<file path="config.mk">
export PLATFORM = sky130hd
export DESIGN_NAME = pls_mac
export DESIGN_NICKNAME = d
export VERILOG_FILES = /design/src/hdl/pls_pkg.sv /design/src/hdl/pls_mac.sv
export SDC_FILE = /design/constraint.sdc
export NUM_CORES = 2
export LEC_CHECK = 0
export ABC_AREA = 1
export ABC_CLOCK_PERIOD_IN_PS = 10970
export BUFFER_PORTS_ARGS = -buffer_cell sky130_fd_sc_hd__buf_2
export CELL_PAD_IN_SITES_DETAIL_PLACEMENT = 0
export CELL_PAD_IN_SITES_GLOBAL_PLACEMENT = 1
export CORE_MARGIN = 1
export CORE_UTILIZATION = 49
export CTS_CLUSTER_SIZE = 10
export DETAILED_ROUTE_END_ITERATION = 12
export HOLD_SLACK_MARGIN = 0.15
export PLACE_DENSITY = 0.87
export SLEW_MARGIN = 20
export SYNTH_ARGS = -nofsm -noshare
export SYNTH_HDL_FRONTEND = slang
export SYNTH_SLANG_ARGS = --single-unit
export TNS_END_PERCENT = 5
</file>
<file path="constraint.sdc">
create_clock -name clk -period 10.97 [get_ports clk]
set_input_delay 0.5485 -clock clk [delete_from_list [all_inputs] [get_ports clk]]
set_output_delay 0.5485 -clock clk [all_outputs]
set_load 0.1 [all_outputs]
</file>
<file path="src/hdl/pls_pkg.sv">
package pls_pkg;

	localparam int MAX_COLS = 128;
	localparam int MAX_ROWS = 128;
	localparam int CRD_W    = $clog2(MAX_COLS);
	localparam int ADDR_W   = $clog2(MAX_COLS) + $clog2(MAX_ROWS);
	localparam int DEPTH    = MAX_COLS * MAX_ROWS;
	localparam int TAPS     = 21;
	localparam int STEP_W   = 5;

	// datapath widths
	localparam int MUL_W = 34;
	localparam int ACC_W = 67;
	localparam int MAG_W = 65;
	localparam int SC_W  = 98;
	localparam int RND_B = 46;

	localparam logic REQ_STORE   = 1'b0;
	localparam logic REQ_COMPUTE = 1'b1;

	localparam logic [1:0] STAT_OK    = 2'd0;
	localparam logic [1:0] STAT_SAT   = 2'd1;
	localparam logic [1:0] STAT_RANGE = 2'd2;

	localparam logic [1:0] CFG_COLS  = 2'd0;
	localparam logic [1:0] CFG_ROWS  = 2'd1;
	localparam logic [1:0] CFG_SCALE = 2'd2;

	// Q4.30 stencil weights, sign included
	localparam logic signed [MUL_W-1:0] W_CENTRE = -34'sd4509715661;
	localparam logic signed [MUL_W-1:0] W_EDGE   =  34'sd930576247;
	localparam logic signed [MUL_W-1:0] W_DIAG   =  34'sd286331153;
	localparam logic signed [MUL_W-1:0] W_AXIS2  = -34'sd17895697;
	localparam logic signed [MUL_W-1:0] W_KNIGHT = -34'sd35791394;

	typedef struct packed {
		logic        req_type;
		logic [6:0]  col;
		logic [6:0]  row;
		logic [31:0] sample;
	} req_t;

	typedef struct packed {
		logic [31:0] laplacian;
		logic [1:0]  status;
	} res_t;

	typedef enum logic [2:0] {
		S_IDLE,
		S_TAP,
		S_DRAIN,
		S_SCL_LO,
		S_SCL_HI,
		S_FLUSH,
		S_DONE
	} state_t;

	typedef enum logic [1:0] {
		MAC_NONE,
		MAC_TAP,
		MAC_SCL_LO,
		MAC_SCL_HI
	} mac_op_t;

	typedef struct packed {
		logic                     clr;
		mac_op_t                  op;
		logic signed [MUL_W-1:0]  w;
	} mac_ctl_t;

	typedef struct packed {
		logic signed [2:0]        dc;
		logic signed [2:0]        dr;
		logic signed [MUL_W-1:0]  w;
	} tap_t;

	function automatic tap_t tap_info(input logic [STEP_W-1:0] step);
		tap_t t;
		case (step)
			5'd0:    t = '{dc:  3'sd0, dr:  3'sd0, w: W_CENTRE};
			5'd1:    t = '{dc:  3'sd1, dr:  3'sd0, w: W_EDGE};
			5'd2:    t = '{dc: -3'sd1, dr:  3'sd0, w: W_EDGE};
			5'd3:    t = '{dc:  3'sd0, dr:  3'sd1, w: W_EDGE};
			5'd4:    t = '{dc:  3'sd0, dr: -3'sd1, w: W_EDGE};
			5'd5:    t = '{dc:  3'sd1, dr:  3'sd1, w: W_DIAG};
			5'd6:    t = '{dc: -3'sd1, dr:  3'sd1, w: W_DIAG};
			5'd7:    t = '{dc:  3'sd1, dr: -3'sd1, w: W_DIAG};
			5'd8:    t = '{dc: -3'sd1, dr: -3'sd1, w: W_DIAG};
			5'd9:    t = '{dc:  3'sd2, dr:  3'sd0, w: W_AXIS2};
			5'd10:   t = '{dc: -3'sd2, dr:  3'sd0, w: W_AXIS2};
			5'd11:   t = '{dc:  3'sd0, dr:  3'sd2, w: W_AXIS2};
			5'd12:   t = '{dc:  3'sd0, dr: -3'sd2, w: W_AXIS2};
			5'd13:   t = '{dc:  3'sd1, dr:  3'sd2, w: W_KNIGHT};
			5'd14:   t = '{dc: -3'sd1, dr:  3'sd2, w: W_KNIGHT};
			5'd15:   t = '{dc:  3'sd1, dr: -3'sd2, w: W_KNIGHT};
			5'd16:   t = '{dc: -3'sd1, dr: -3'sd2, w: W_KNIGHT};
			5'd17:   t = '{dc:  3'sd2, dr:  3'sd1, w: W_KNIGHT};
			5'd18:   t = '{dc: -3'sd2, dr:  3'sd1, w: W_KNIGHT};
			5'd19:   t = '{dc:  3'sd2, dr: -3'sd1, w: W_KNIGHT};
			5'd20:   t = '{dc: -3'sd2, dr: -3'sd1, w: W_KNIGHT};
			default: t = '{dc:  3'sd0, dr:  3'sd0, w: '0};
		endcase
		return t;
	endfunction

	// periodic wrap; coordinate < n, offset within +-2, so two corrections suffice
	function automatic logic [CRD_W-1:0] wrap_coord(
		input logic [CRD_W-1:0] c,
		input logic signed [2:0] d,
		input logic [7:0]        n
	);
		logic signed [9:0] v;
		logic signed [9:0] ns;
		ns = signed'({2'b00, n});
		v  = signed'({3'b000, c}) + 10'(d);
		if (v < 0)
			v = v + ns;
		if (v < 0)
			v = v + ns;
		if (v >= ns)
			v = v - ns;
		if (v >= ns)
			v = v - ns;
		return v[CRD_W-1:0];
	endfunction

endpackage

</file>
<file path="src/hdl/pls_mac.sv">
module pls_mac (
	input  logic              clk,
	input  logic              arst_n,
	input  pls_pkg::mac_ctl_t ctl,
	input  logic [31:0]       rd_data,
	input  logic [31:0]       scale,
	output pls_pkg::res_t     result
);

	pls_pkg::mac_op_t                       op_s1;
	pls_pkg::mac_op_t                       op_s2;
	logic signed [pls_pkg::MUL_W-1:0]       w_s1;
	logic signed [pls_pkg::MUL_W-1:0]       mul_a;
	logic signed [pls_pkg::MUL_W-1:0]       mul_b;
	logic signed [2*pls_pkg::MUL_W-1:0]     prod;
	logic signed [2*pls_pkg::MUL_W-1:0]     prod_s2;
	logic signed [pls_pkg::ACC_W-1:0]       acc_q;
	logic signed [pls_pkg::ACC_W-1:0]       acc_abs;
	logic [pls_pkg::MAG_W-1:0]              mag_q;
	logic                                   neg_q;
	logic [pls_pkg::SC_W-1:0]               sc_q;
	logic [pls_pkg::SC_W-pls_pkg::RND_B-1:0] q;

	always_ff @(posedge clk or negedge arst_n) begin
		if (!arst_n) begin
			op_s1 <= pls_pkg::MAC_NONE;
			op_s2 <= pls_pkg::MAC_NONE;
		end else begin
			op_s1 <= ctl.op;
			op_s2 <= op_s1;
		end
	end

	// shared multiplier: stencil taps, then two partial products of the scaling
	always_comb begin
		case (op_s1)
			pls_pkg::MAC_TAP: begin
				mul_a = signed'({{2{rd_data[31]}}, rd_data});
				mul_b = w_s1;
			end
			pls_pkg::MAC_SCL_LO: begin
				mul_a = signed'({1'b0, mag_q[32:0]});
				mul_b = signed'({2'b00, scale});
			end
			pls_pkg::MAC_SCL_HI: begin
				mul_a = signed'({2'b00, mag_q[64:33]});
				mul_b = signed'({2'b00, scale});
			end
			default: begin
				mul_a = '0;
				mul_b = '0;
			end
		endcase
	end

	assign prod    = mul_a * mul_b;
	assign acc_abs = acc_q[pls_pkg::ACC_W-1] ? -acc_q : acc_q;

	always_ff @(posedge clk) begin
		w_s1    <= ctl.w;
		prod_s2 <= prod;
		mag_q   <= acc_abs[pls_pkg::MAG_W-1:0];
		neg_q   <= acc_q[pls_pkg::ACC_W-1];
		if (ctl.clr)
			acc_q <= '0;
		else if (op_s2 == pls_pkg::MAC_TAP)
			acc_q <= acc_q + prod_s2[pls_pkg::ACC_W-1:0];
		case (op_s2)
			// rounding half folded into the first partial product
			pls_pkg::MAC_SCL_LO:
				sc_q <= pls_pkg::SC_W'(prod_s2[pls_pkg::MAG_W-1:0])
					+ (pls_pkg::SC_W'(1) << (pls_pkg::RND_B - 1));
			pls_pkg::MAC_SCL_HI:
				sc_q <= sc_q + {prod_s2[pls_pkg::MAG_W-1:0], 33'b0};
			default: ;
		endcase
	end

	assign q = sc_q[pls_pkg::SC_W-1:pls_pkg::RND_B];

	always_comb begin
		if (!neg_q) begin
			if (q > 52'h0_7FFF_FFFF) begin
				result.laplacian = 32'h7FFF_FFFF;
				result.status    = pls_pkg::STAT_SAT;
			end else begin
				result.laplacian = q[31:0];
				result.status    = pls_pkg::STAT_OK;
			end
		end else begin
			if (q > 52'h0_8000_0000) begin
				result.laplacian = 32'h8000_0000;
				result.status    = pls_pkg::STAT_SAT;
			end else begin
				result.laplacian = 32'(0) - q[31:0];
				result.status    = pls_pkg::STAT_OK;
			end
		end
	end

endmodule

</file>
==> results by group <==
Synth
  • Synth warnings: 0
  • Area fraction in compound gates after synthesis: 7.29%
  • Fraction of registers with async set or reset after synthesis: 1.32%
  • Avg Synthesized Cell Area: 7.37 um^2
  • Post-synth top flop: dfxtp_1
  • Biggest area consumer among synthesized cells: fa_1
  • Post-synth top area share: 37.5%
  • Largest family of logic cells by synthesized area: adder cells
  • Number of enable-type register cells in the synthesized netlist: 65
  • Unique cell type count in the Yosys netlist: 65
  • Cells taking the most area after synthesis: fa_1 38%, inv_1 14%, nand2_1 12%, dfxtp_1 7.1%, ha_1 6.4%
  • FF+latch count, synth: 303
  • Post-Synth Simple-Gate Area: 19.9%
  • Mapped cell area: 0.0658 mm^2
  • Post-synthesis cell count: 8918
  • Register area share after synthesis: 10.2%
  • Parity-gate share of the synthesized area counting xor and xnor cells: 2.97%
  • Number of nets in the synthesized netlist: 10.6k
  • Fraction of the mapped netlist area in adder cells: 43.9%
  • Proportion of synthesized area in mux cells: 0.0152%

Place
  • Half-perimeter wire length of the detailed placement result: 205000 um
  • # port buffers: 135
  • Final Wtd Congestion: 1.00

STA
  • Period Utilization, post-route: 87.9%
  • Final setup violation count: 0
  • Final hold violations: 0
  • Clock skew after layout: 0.0720 ns
  • Peak Freq: 104 MHz
  • Transition at the pin with the smallest max-transition slack: 1.13 ns
  • RSZ-0062 raised after global routing: no
  • Final total negative setup slack: 0 ns
  • Max-slew violations: 0
  • Relative slew margins: 24.5%
  • Minimum period implied by the final worst setup slack: 9.65 ns

Drt
  • Remaining routing DRC violations: 0
  • DRT antenna net count: 0
  • Detailed Route Iter0 Violations: 4390
  • Mean number of vias per cell: 5.29
  • Wirelength per Cell: 22.1 um
  • 1st-pass router iterations: 6
  • Vias: 56.9k
  • Total detailed-routing wirelength: 238000 um

Setup path
  • Largest fanout on the critical path: 34
  • Reg2Reg Setup Slack: 1.32 ns
  • Data arrival time of the critical path: 10.22 ns
  • Path type of the worst setup path: reg2reg
  • Kind of start point of the critical path: flip-flop
  • Critical register-to-register path endpoint: prod_s2[64]
  • Slowest stage cell on the critical path: fa_1
  • Kind of end point of the critical path: flip-flop
  • WP data required: 11.54 ns
  • Cells on worst reg2reg path: 29
  • Critical path's largest stage delay: 1.14 ns
  • Cell repeated most along the worst path: fa_1
  • Beginning of the worst register-to-register path: op_s1[0]

Final layout
  • Commonest cells after routing, fill and taps aside: 2412 x inv_1, 2121 x nand2_1, 1233 x fa_1
  • Net count, final: 10.6k
  • Ratio of cells with drive above 1 in the final layout: 4.69%
  • Synthesis-to-finish area growth: 7.16%
  • Most common library cell in the layout ignoring fill and taps: inv_1

Clocking
  • Number of clock sinks seen by CTS: 303
  • Max H-tree Level: 2
  • Clock insertion delay at the later pin of the skew report: 0.68 ns
  • Number of buffers inserted during clock tree synthesis: 46
  • Maximum clock path buffer count: 3
  • Worst-path clk slew: 0.07 ns
  • CTS Root Buffer Type: clkbuf_16
  • CTS tree: done

Floorplanning
  • Core area: 0.133 mm^2
  • DIE AREA: 0.136 mm^2
  • I/O pin cnt: 137
  • Vertical extent of the die: 368 um
  • Initial core utilization: 49.3%
  • Placement Rows: 134
  • Die width: 368 um

Global routing
  • GRT Total Usage: 35.8%
  • Wire length of the first global-routing pass: 364000 um
  • Remaining global-route overflow: 0
  • Pin count of the biggest net entering global routing: 69
  • Antenna violations before repair: 6
  • Number of global-route vias before repair: 59.6k

Run status
  • Run status: completed

Job
  • Maximum Capacitance Violations: 0

Worst hold path
  • Hold crit path type: in2async
-- stage by stage --
step                cell area [um^2]  worst slack [ns]  utilization (%)  hold slack [ns]  std cells
global route                   70500             0.708             52.9            0.318      10800
floorplan                      65800              3.33                -            0.253       8918
finish                         70500              1.32             52.9            0.321      10800
global placement               68500              1.40             51.4            0.383      10700
CTS                            70400              1.42             52.8            0.266      10800
detailed placement             68500              1.35             51.4            0.379      10700
-- critical path: cells and delay by family, from the launching register on --
| family | cells | cell delay (ns) |
|---|---|---|
| buf+inv | 9 | 1.63 |
| flops | 1 | 0.41 |
| simple gates | 7 | 1.09 |
| fa+ha+maj | 9 | 5.45 |
| compound gates | 4 | 0.98 |
-- cells in the mapped netlist (all sizes together) (26+ instances only) --
cell / n
a21o: 26
a21oi: 373
buf: 112
clkbuf: 168
dfxtp: 234
edfxtp: 65
fa: 1233
ha: 335
inv: 2420
nand2: 2131
nand3: 281
nand4: 45
nor2: 715
nor3: 56
nor4: 29
o21ai: 308
o21bai: 39
xnor2: 44
xor2: 178
-- cell families (layout without fill, tap and decap cells) --
family / after synthesis / count (layout)
adders and majority gates: 1568 / 1568
muxes: 1 / 1
xor gates and xnor gates: 222 / 222
AOI/OAI and AO/OA: 847 / 847
and+or+nand+nor: 3274 / 3274
buffers and inverters: 2702 / 2786
DFF: 303 / 303
other: 1 / 4
-- worst max-delay path by stage --
stage,startpoint,end,slack [ns],cells after the start
after floorplan,op_s1[1],prod_s2[66],3.33,29
after global placement,op_s1[0],prod_s2[63],1.40,29
after detailed placement,op_s1[0],prod_s2[47],1.35,28
after CTS,op_s1[0],prod_s2[47],1.42,28
after global routing,op_s1[0],prod_s2[64],0.71,29
final,op_s1[0],prod_s2[64],1.32,29
-- repair_timing --
item	4_1_cts	5_1_grt
hold buffers	37	0
buffers inserted	0	0
endpoints found under the hold margin	40	0
gates resized for setup	0	0
-- layout make-up --
class	count	area [um^2]
diodes	3	7.51
multi-input cells	5913	48900
clock buffers	59	1360
repair buffers	286	1970
flip-flops and latches	303	6740
well taps	1768	2210
fillers	13000	62800
clock inverters	19	213
inverters	2422	9090
-- metal layers --
metal | wire length [um] | GRT usage (%)
met2 | 113000 | 59.6
met1 | 97400 | 47.0
met3 | 16500 | 4.72
met5 | 11 | 0
met4 | 11500 | 14.7
-- flip-flops by register name (all words and copies together), names as in the netlist --
register and flops:
sc_q 65, op_s2 2, acc_q 67, prod_s2 67, w_s1 34, op_s1 2, mag_q 65, neg_q 1
Power is left out: the tool's default activity adds up to more than one toggle a clock period on the data nets, which glitch-free logic cannot reach.
